--- src/sv/ctsb_pkg.sv ---
`default_nettype none

package ctsb_pkg;

   localparam int SCREEN_WIDTH  = 320;
   localparam int SCREEN_HEIGHT = 240;

   // triangle shape: 15 rows, spans 2..16 then 14..2
   localparam int TRI_ROWS  = 15;
   localparam int HALF_ROWS = 8;
   localparam int MAX_SPAN  = 16;

   localparam int ROW_W  = 4;
   localparam int COL_W  = 4;
   localparam int SPAN_W = 5;

   localparam int ORG_W   = 16;
   localparam int COLOR_W = 8;
   localparam int FUNC_W  = 2;
   localparam int ADDR_W  = 17;

   // origin plus or minus one span always fits these signed widths
   localparam int X_W = ORG_W + 2;
   localparam int Y_W = ORG_W + 1;

   localparam int XL_W = $clog2(SCREEN_WIDTH);
   localparam int YL_W = $clog2(SCREEN_HEIGHT);
   localparam int PROD_W = YL_W + $clog2(SCREEN_WIDTH + 1) + 1;
   localparam int CALC_W = (PROD_W > ADDR_W) ? PROD_W : ADDR_W;

   // colour functions
   localparam logic [FUNC_W-1:0] FUNC_TEXTURED = 2'd0;
   localparam logic [FUNC_W-1:0] FUNC_SKY      = 2'd1;
   localparam logic [FUNC_W-1:0] FUNC_KEYED    = 2'd2;

   // configuration port
   localparam int CSR_ADDR_W = 3;
   localparam int CSR_DATA_W = 32;
   localparam logic CSR_SKY_COLOR_SEL = 1'b0;

   typedef logic [COLOR_W-1:0] color_type;

   function automatic logic [SPAN_W-1:0] row_span(input logic [ROW_W-1:0] r);
      logic [SPAN_W-1:0] rr;
      rr = SPAN_W'(r);
      if (r < ROW_W'(HALF_ROWS)) begin
         row_span = SPAN_W'(2) * (rr + SPAN_W'(1));
      end else begin
         row_span = SPAN_W'(2 * MAX_SPAN - 2) - SPAN_W'(2) * rr;
      end
   endfunction

endpackage

`default_nettype wire

--- src/sv/ctsb_channels.sv ---
`default_nettype none

interface ctsb_req_if;
   import ctsb_pkg::*;

   logic               valid;
   logic               ready;
   logic               start_req;
   logic [ORG_W-1:0]   anchor_x;
   logic [ORG_W-1:0]   origin_y;
   logic               facing;
   logic [FUNC_W-1:0]  func;
   logic [COLOR_W-1:0] texel;
   logic [COLOR_W-1:0] shadow_bits;
   logic [COLOR_W-1:0] water_bits;
   logic [COLOR_W-1:0] flag_bits;

   modport source (
      output valid, start_req, anchor_x, origin_y, facing, func,
             texel, shadow_bits, water_bits, flag_bits,
      input  ready
   );
   modport sink (
      input  valid, start_req, anchor_x, origin_y, facing, func,
             texel, shadow_bits, water_bits, flag_bits,
      output ready
   );
endinterface

interface ctsb_rsp_if;
   import ctsb_pkg::*;

   logic               valid;
   logic               ready;
   logic               write_enable;
   logic [ADDR_W-1:0]  pixel_address;
   logic [COLOR_W-1:0] pixel_color;
   logic               last_of_triangle;

   modport source (
      output valid, write_enable, pixel_address, pixel_color, last_of_triangle,
      input  ready
   );
   modport sink (
      input  valid, write_enable, pixel_address, pixel_color, last_of_triangle,
      output ready
   );
endinterface

`default_nettype wire

--- src/sv/clipped_triangle_sprite_blit.sv ---
// clipped triangle sprite blitter
// req_chan carries one texel per transfer. a transfer with start_req set
// latches anchor_x, origin_y and facing and restarts at the top row; other
// texels continue the current triangle (15 rows, 128 texels) and wrap to the
// top row after the last one.
// rsp_chan returns one frame-buffer write per texel: write_enable is low for
// pixels off the screen, for transparent texels in keyed mode and for the
// unused func code, and then address and colour read as zero.
// last_of_triangle marks the 128th texel.
// a taken texel passes through the stage 1 register and then the result
// register. throughput: one texel per clock while rsp_chan takes results;
// the position counters step on acceptance; the address multiply is in stage 2.
// when rsp_chan stalls the result register holds and the two stages fill,
// after which req_chan.ready drops until a result is taken.
// sky_color is written through the apb port at byte address 0; the user
// must do so only while the block is idle; the block does not enforce this.
// reset clears the pipeline, position, held origin and sky_color.
`default_nettype none

module clipped_triangle_sprite_blit (
   input  wire                              clock,
   input  wire                              reset,
   ctsb_req_if.sink                         req_chan,
   ctsb_rsp_if.source                       rsp_chan,
   input  wire                              psel,
   input  wire                              penable,
   input  wire                              pwrite,
   input  wire  [ctsb_pkg::CSR_ADDR_W-1:0]  paddr,
   input  wire  [ctsb_pkg::CSR_DATA_W-1:0]  pwdata,
   output logic [ctsb_pkg::CSR_DATA_W-1:0]  prdata,
   output logic                             pready
);
   import ctsb_pkg::*;

   // configuration
   color_type sky_color_ff;

   // position and held triangle state
   logic [ROW_W-1:0] row_ff, row_in;
   logic [COL_W-1:0] col_ff, col_in;
   logic [ORG_W-1:0] org_x_ff, org_x_in;
   logic [ORG_W-1:0] org_y_ff, org_y_in;
   logic             facing_ff, facing_in;

   // stage 1
   logic                  s1_valid_ff;
   logic signed [X_W-1:0] s1_x_ff, s1_x_in;
   logic signed [Y_W-1:0] s1_y_ff, s1_y_in;
   color_type             s1_color_ff, s1_color_in;
   logic                  s1_opaque_ff, s1_opaque_in;
   logic                  s1_last_ff, s1_last_in;

   // stage 2 / result register
   logic              s2_valid_ff;
   logic              s2_we_ff, s2_we_in;
   logic [ADDR_W-1:0] s2_addr_ff, s2_addr_in;
   color_type         s2_color_ff, s2_color_in;
   logic              s2_last_ff;

   logic req_xfer, s2_load, s1_adv;

   logic [ROW_W-1:0]  r_cur;
   logic [COL_W-1:0]  c_cur;
   logic [SPAN_W-1:0] span;
   logic              col_end;
   logic [X_W-1:0]    x_base, x_off;
   logic              on_screen;
   logic [CALC_W-1:0] addr_full;

   // handshake
   assign s2_load  = s1_valid_ff && (!s2_valid_ff || rsp_chan.ready);
   assign s1_adv   = !s1_valid_ff || s2_load;
   assign req_chan.ready = s1_adv;
   assign req_xfer = req_chan.valid && s1_adv;

   // apb
   assign pready = 1'b1;
   always_comb begin
      prdata = '0;
      if (paddr[CSR_ADDR_W-1] == CSR_SKY_COLOR_SEL) begin
         prdata = CSR_DATA_W'(sky_color_ff);
      end
   end

   always_ff @(posedge clock) begin
      if (reset) begin
         sky_color_ff <= '0;
      end else if (psel && penable && pwrite && pready &&
                   paddr[CSR_ADDR_W-1] == CSR_SKY_COLOR_SEL) begin
         sky_color_ff <= pwdata[COLOR_W-1:0];
      end
   end

   // position walk and colour for the texel being taken
   always_comb begin
      if (req_chan.start_req) begin
         org_x_in  = req_chan.anchor_x;
         org_y_in  = req_chan.origin_y;
         facing_in = req_chan.facing;
         r_cur     = '0;
         c_cur     = '0;
      end else begin
         org_x_in  = org_x_ff;
         org_y_in  = org_y_ff;
         facing_in = facing_ff;
         r_cur     = (row_ff >= ROW_W'(TRI_ROWS)) ? '0 : row_ff;
         c_cur     = col_ff;
      end
      span = row_span(r_cur);
      if (SPAN_W'(c_cur) >= span) begin
         c_cur = '0;
      end
      col_end = (SPAN_W'(c_cur) + SPAN_W'(1)) >= span;

      if (col_end) begin
         col_in = '0;
         row_in = (r_cur == ROW_W'(TRI_ROWS - 1)) ? '0 : r_cur + ROW_W'(1);
      end else begin
         col_in = c_cur + COL_W'(1);
         row_in = r_cur;
      end
      s1_last_in = (r_cur == ROW_W'(TRI_ROWS - 1)) && col_end;

      x_base = {{(X_W - ORG_W){org_x_in[ORG_W-1]}}, org_x_in};
      x_off  = facing_in ? X_W'(c_cur) : X_W'(c_cur) - X_W'(span);
      s1_x_in = $signed(x_base + x_off);
      s1_y_in = $signed({org_y_in[ORG_W-1], org_y_in} + Y_W'(r_cur));

      s1_opaque_in = 1'b1;
      case (req_chan.func)
         FUNC_TEXTURED: s1_color_in = req_chan.texel | req_chan.shadow_bits |
                                      req_chan.water_bits;
         FUNC_SKY:      s1_color_in = sky_color_ff | req_chan.water_bits;
         FUNC_KEYED: begin
            s1_color_in  = req_chan.texel | req_chan.flag_bits;
            s1_opaque_in = req_chan.texel != '0;
         end
         default: begin
            s1_color_in  = '0;
            s1_opaque_in = 1'b0;
         end
      endcase
   end

   always_ff @(posedge clock) begin
      if (reset) begin
         row_ff      <= '0;
         col_ff      <= '0;
         org_x_ff    <= '0;
         org_y_ff    <= '0;
         facing_ff   <= 1'b0;
         s1_valid_ff <= 1'b0;
      end else begin
         if (req_xfer) begin
            row_ff    <= row_in;
            col_ff    <= col_in;
            org_x_ff  <= org_x_in;
            org_y_ff  <= org_y_in;
            facing_ff <= facing_in;
         end
         if (s1_adv) begin
            s1_valid_ff <= req_chan.valid;
         end
      end
   end

   always_ff @(posedge clock) begin
      if (req_xfer) begin
         s1_x_ff      <= s1_x_in;
         s1_y_ff      <= s1_y_in;
         s1_color_ff  <= s1_color_in;
         s1_opaque_ff <= s1_opaque_in;
         s1_last_ff   <= s1_last_in;
      end
   end

   // clipping and frame-buffer address
   always_comb begin
      on_screen = (s1_x_ff >= 0) && (s1_x_ff < $signed(X_W'(SCREEN_WIDTH))) &&
                  (s1_y_ff >= 0) && (s1_y_ff < $signed(Y_W'(SCREEN_HEIGHT)));
      addr_full = CALC_W'(s1_y_ff[YL_W-1:0]) * CALC_W'(SCREEN_WIDTH) +
                  CALC_W'(s1_x_ff[XL_W-1:0]);
      s2_we_in  = on_screen && s1_opaque_ff;
      s2_addr_in  = s2_we_in ? addr_full[ADDR_W-1:0] : '0;
      s2_color_in = s2_we_in ? s1_color_ff : '0;
   end

   always_ff @(posedge clock) begin
      if (reset) begin
         s2_valid_ff <= 1'b0;
      end else if (!s2_valid_ff || rsp_chan.ready) begin
         s2_valid_ff <= s1_valid_ff;
      end
   end

   always_ff @(posedge clock) begin
      if (s2_load) begin
         s2_we_ff    <= s2_we_in;
         s2_addr_ff  <= s2_addr_in;
         s2_color_ff <= s2_color_in;
         s2_last_ff  <= s1_last_ff;
      end
   end

   assign rsp_chan.valid            = s2_valid_ff;
   assign rsp_chan.write_enable     = s2_we_ff;
   assign rsp_chan.pixel_address    = s2_addr_ff;
   assign rsp_chan.pixel_color      = s2_color_ff;
   assign rsp_chan.last_of_triangle = s2_last_ff;

endmodule

`default_nettype wire

--- src/flat_wrapper.sv ---
// flat-port wrapper written by rule: the top's interface ports become plain ports
module clipped_triangle_sprite_blit_flat import ctsb_pkg::*;
  (clock, reset, psel, penable, pwrite, paddr, pwdata, prdata, pready, req_chan_valid, req_chan_start_req, req_chan_anchor_x, req_chan_origin_y, req_chan_facing, req_chan_func, req_chan_texel, req_chan_shadow_bits, req_chan_water_bits, req_chan_flag_bits, req_chan_ready, rsp_chan_valid, rsp_chan_write_enable, rsp_chan_pixel_address, rsp_chan_pixel_color, rsp_chan_last_of_triangle, rsp_chan_ready);
  ctsb_req_if req_chan_i ();
  ctsb_rsp_if rsp_chan_i ();
  input  wire clock;
  input  wire reset;
  input  wire psel;
  input  wire penable;
  input  wire pwrite;
  input  wire  [ctsb_pkg::CSR_ADDR_W-1:0] paddr;
  input  wire  [ctsb_pkg::CSR_DATA_W-1:0] pwdata;
  output logic [ctsb_pkg::CSR_DATA_W-1:0] prdata;
  output logic pready;
  input wire logic [$bits(req_chan_i.valid)-1:0] req_chan_valid;
  input wire logic [$bits(req_chan_i.start_req)-1:0] req_chan_start_req;
  input wire logic [$bits(req_chan_i.anchor_x)-1:0] req_chan_anchor_x;
  input wire logic [$bits(req_chan_i.origin_y)-1:0] req_chan_origin_y;
  input wire logic [$bits(req_chan_i.facing)-1:0] req_chan_facing;
  input wire logic [$bits(req_chan_i.func)-1:0] req_chan_func;
  input wire logic [$bits(req_chan_i.texel)-1:0] req_chan_texel;
  input wire logic [$bits(req_chan_i.shadow_bits)-1:0] req_chan_shadow_bits;
  input wire logic [$bits(req_chan_i.water_bits)-1:0] req_chan_water_bits;
  input wire logic [$bits(req_chan_i.flag_bits)-1:0] req_chan_flag_bits;
  output wire logic [$bits(req_chan_i.ready)-1:0] req_chan_ready;
  output wire logic [$bits(rsp_chan_i.valid)-1:0] rsp_chan_valid;
  output wire logic [$bits(rsp_chan_i.write_enable)-1:0] rsp_chan_write_enable;
  output wire logic [$bits(rsp_chan_i.pixel_address)-1:0] rsp_chan_pixel_address;
  output wire logic [$bits(rsp_chan_i.pixel_color)-1:0] rsp_chan_pixel_color;
  output wire logic [$bits(rsp_chan_i.last_of_triangle)-1:0] rsp_chan_last_of_triangle;
  input wire logic [$bits(rsp_chan_i.ready)-1:0] rsp_chan_ready;
  assign req_chan_i.valid = req_chan_valid;
  assign req_chan_i.start_req = req_chan_start_req;
  assign req_chan_i.anchor_x = req_chan_anchor_x;
  assign req_chan_i.origin_y = req_chan_origin_y;
  assign req_chan_i.facing = req_chan_facing;
  assign req_chan_i.func = req_chan_func;
  assign req_chan_i.texel = req_chan_texel;
  assign req_chan_i.shadow_bits = req_chan_shadow_bits;
  assign req_chan_i.water_bits = req_chan_water_bits;
  assign req_chan_i.flag_bits = req_chan_flag_bits;
  assign req_chan_ready = req_chan_i.ready;
  assign rsp_chan_valid = rsp_chan_i.valid;
  assign rsp_chan_write_enable = rsp_chan_i.write_enable;
  assign rsp_chan_pixel_address = rsp_chan_i.pixel_address;
  assign rsp_chan_pixel_color = rsp_chan_i.pixel_color;
  assign rsp_chan_last_of_triangle = rsp_chan_i.last_of_triangle;
  assign rsp_chan_i.ready = rsp_chan_ready;
  clipped_triangle_sprite_blit u_core (.clock(clock), .reset(reset), .req_chan(req_chan_i), .rsp_chan(rsp_chan_i), .psel(psel), .penable(penable), .pwrite(pwrite), .paddr(paddr), .pwdata(pwdata), .prdata(prdata), .pready(pready));
endmodule
--- config.mk ---
export PLATFORM = sky130hd
export DESIGN_NAME = clipped_triangle_sprite_blit_flat
export DESIGN_NICKNAME = d
export VERILOG_FILES = /design/src/sv/ctsb_pkg.sv /design/src/sv/ctsb_channels.sv /design/src/sv/clipped_triangle_sprite_blit.sv /design/src/flat_wrapper.sv
export SDC_FILE = /design/constraint.sdc
export NUM_CORES = 1
export LEC_CHECK = 0
export BUFFER_PORTS_ARGS = -buffer_cell sky130_fd_sc_hd__buf_2
export CORE_ASPECT_RATIO = 1.1
export CORE_MARGIN = 2
export CORE_UTILIZATION = 45
export CTS_CLUSTER_SIZE = 20
export DETAILED_ROUTE_END_ITERATION = 8
export PLACE_DENSITY = 0.68
export SLEW_MARGIN = 20
export SYNTH_ARGS = -nofsm -noshare
export SYNTH_HDL_FRONTEND = slang
export SYNTH_SLANG_ARGS = --single-unit
--- constraint.sdc ---
create_clock -name clock -period 20.2 [get_ports clock]
set_input_delay 3.03 -clock clock [delete_from_list [all_inputs] [get_ports clock]]
set_output_delay 3.03 -clock clock [all_outputs]
set_load 0.02 [all_outputs]
==> impl_metrics.env <==
export IMPL_outcome="finished, final reports clean"
export IMPL_fin_skew_ns=0.0109
export IMPL_drv_cap=0
export IMPL_crit_path_max_fanout=70
export IMPL_initial_core_util=0.460
export IMPL_path_clk_slew_ns=0.06
export IMPL_syn2layout_area_growth_pct=17.0
export IMPL_path_class="in2reg"
export IMPL_async_reset_ff_frac=0
export IMPL_yosys_area_top_type="edfxtp_1"
export IMPL_grt_util_all_layers=0.183
export IMPL_place_gp_congestion=0.927
export IMPL_crit_path_start_kind="input pin"
export IMPL_hold_viol=0
export IMPL_core_um2=16400
export IMPL_crit_path_end_kind="flip-flop"
export IMPL_netlist_area_um2=7530
export IMPL_num_antenna_cells=0
export IMPL_synth_edff_count=72
export IMPL_boundaryPins=172
export IMPL_wl_per_cell_um=14.1
export IMPL_hold_path_class="reg2reg"
export IMPL_clockRootBuffer="clkbuf_16"
export IMPL_worstPathArrival_ns=9.51
export IMPL_syn_inst=802
export IMPL_fmax_mhz=107
export IMPL_hold_ws_ns=0.424
export IMPL_nets=1067
export IMPL_routed_wl_um=15900
export IMPL_ys_top_cells_by_area="edfxtp_1, dfxtp_1, ha_1"
export IMPL_ff_latch_area_um2=3180
export IMPL_r2r_slack_ns=13.58
export IMPL_multiInputGateArea_um2=3960
export IMPL_die_area_um2=17800
export IMPL_power_density_nw_per_um2=86.8
export IMPL_fin_crit_ns=9.35
export IMPL_hpwl_um=11600
export IMPL_cts_hold_fix_buffers=0
export IMPL_tightest_slew_ns=1.00
export IMPL_die_height_um=140
export IMPL_grt_pass1_wl_um=26200
export IMPL_via_per_inst=5.11
export IMPL_drt_iter0_drc=300
export IMPL_grt_pass1_vias=5355
export IMPL_dr_pass1_iters=5
export IMPL_cts_sinks=123
export IMPL_rsz0062_at_grt="false"
export IMPL_critical_path_required_ns=20.36
export IMPL_dp_cells=1093
export IMPL_yosys_register_bits=123
export IMPL_rows=49
export IMPL_postCtsResizedCells=0
export IMPL_drv_slew=0
export IMPL_drc=0
export IMPL_instances_no_fill=1125
export IMPL_fin_setup_tns_ns=0
export IMPL_die_w_um=127
export IMPL_syn_area_per_cell_um2=9.39
export IMPL_final_layout_size_suffix_gt1_frac=0.215
export IMPL_synth_top_cell_area_share=0.287
export IMPL_cts_tree="yes"
export IMPL_yosysSeqAreaShare=0.423
export IMPL_cts_buffers=17
export IMPL_overflow=0
export IMPL_fillers=1509
export IMPL_grt_max_degree=79
export IMPL_peakVddDrop_mv=0.0586
export IMPL_synthFlopType="edfxtp_1"
export IMPL_insertion_delay_ns=0.42
export IMPL_ctsHtreeMaxLevel=4
export IMPL_clk_path_buf_depth=2
export IMPL_yosysUniqueCellTypes=69
export IMPL_num_vias=5745
export IMPL_leakage_nw=3.59
export IMPL_ant_nets=0
export IMPL_period_share=0.463
export IMPL_max_slew_margin=0.333
export IMPL_yosysWarnings=0
export IMPL_post_cts_buffers=0
export IMPL_portBuffers=120
export IMPL_setup_viol=0
export IMPL_antenna_found_initial=1
==> worst max-delay path, stage by stage <==
cell      delay (ns)
buf_2           0.07
buf_4           0.65
nand3b_1        0.31
inv_1           0.15
ha_1            0.26
nor2_1          0.12
o32ai_1         0.09
a21oi_1         0.29
ha_1            0.30
nand2_1         0.13
o21ai_0         0.19
or2_2           0.38
ha_1            0.22
fa_1            0.41
nor2b_1         0.11
o21ai_0         0.16
and2_0          0.50
ha_1            0.38
o41ai_1         0.65
o32ai_1         0.24
o41a_1          0.39
a21o_1          0.22
a21oi_2         0.15
xnor2_1         0.09
==> routing by layer <==
| metal | vias up | wire length, µm | track usage |
|---|---|---|---|
| li1 | 2989 | - | - |
| met1 | 2613 | 7200 | 0.236 |
| met2 | 124 | 7800 | 0.303 |
| met3 | 19 | 593 | 0.0415 |
| met4 | 0 | 311 | 0.0648 |
| met5 | - | 0 | 0 |
==> per-stage QoR <==
step / power (mW) / instance area [µm²] / utilization / setup slack (ns)
global route: 0.800 / 8810 / 0.538 / 10.28
CTS: 0.773 / 8810 / 0.538 / 10.82
global placement: 0.431 / 8150 / 0.498 / 10.45
detailed placement: 0.433 / 8150 / 0.498 / 10.41
finish: 0.765 / 8810 / 0.538 / 10.85
floorplan: 0.404 / 7620 / - / 11.17
==> power by group <==
part	switching (mW)	internal, mW	total, mW
Clock	0.116	0.221	0.337
Sequential	0.00746	0.289	0.297
Combinational	0.0758	0.0552	0.131
==> flip-flops by register name, indices dropped and copies added, names as in the netlist <==
name / flops
u_core.col_ff: 4
u_core.facing_ff: 1
u_core.org_x_ff: 16
u_core.org_y_ff: 16
u_core.row_ff: 4
u_core.rsp_chan.last_of_triangle: 1
u_core.rsp_chan.pixel_address: 17
u_core.rsp_chan.pixel_color: 8
u_core.rsp_chan.valid: 1
u_core.rsp_chan.write_enable: 1
u_core.s1_color_ff: 8
u_core.s1_last_ff: 1
u_core.s1_opaque_ff: 1
u_core.s1_valid_ff: 1
u_core.s1_x_ff: 18
u_core.s1_y_ff: 17
u_core.sky_color_ff: 8
==> worst paths after layout <==
kind / startpoint / endpoint / cells past startpoint
max: req_chan_start_req / u_core.s1_x_ff[15]$_DFFE_PP_ / 24
min: u_core.s1_last_ff$_DFFE_PP_ / u_core.rsp_chan.last_of_triangle$_DFFE_PP_ / 0
max reg2reg: u_core.row_ff[1]$_SDFFE_PP0P_ / u_core.s1_x_ff[15]$_DFFE_PP_ / 23
min reg2reg: u_core.s1_last_ff$_DFFE_PP_ / u_core.rsp_chan.last_of_triangle$_DFFE_PP_ / 0
==> cells in the mapped netlist, drive strengths merged (21+ instances only) <==
library cell and instances:
a21oi 70, buf 39, clkbuf 21, dfxtp 51, edfxtp 72, ha 45, inv 31, mux2 23
nand2 101, nand3 29, nor2 71, o21ai 32, xnor2 33
==> kinds of logic (layout without fill, tap and decap cells) <==
| kind of cell | Yosys count | after routing | synth area share |
|---|---|---|---|
| AOI/OAI and AO/OA | 155 | 155 | 0.128 |
| xor gates and xnor gates | 47 | 47 | 0.0547 |
| adders and majority gates | 49 | 49 | 0.0854 |
| buffers and inverters | 92 | 188 | 0.0633 |
| DFF | 123 | 123 | 0.423 |
| muxes | 37 | 37 | 0.0583 |
| other | 2 | 25 | 0.000997 |
| and+or+nand+nor | 297 | 297 | 0.187 |
==> cells in the final DEF (no fill, tap or decap), drive strengths merged, types with 8 or more instances in the layout <==
cell type	Yosys	routed
buf	39	124
nand2	101	101
edfxtp	72	72
nor2	71	71
a21oi	70	70
dfxtp	51	51
ha	45	45
inv	31	37
xnor2	33	33
o21ai	32	32
nand3	29	29
conb	2	25
mux2	23	23
and2	19	19
clkbuf	21	17
nor3	15	15
xor2	14	14
nor2b	14	14
mux2i	14	14
nand2b	13	13
o31a	8	8
==> area by class of cell <==
cell class	instances	share of cell area
tap	204	0.0290
sequential	123	0.361
multi-input combinational	610	0.449
clock buffer	17	0.0483
inverter	32	0.0139
timing repair buffer	124	0.0716
clock inverter	15	0.0267
Power figures use the tool's default switching activity.
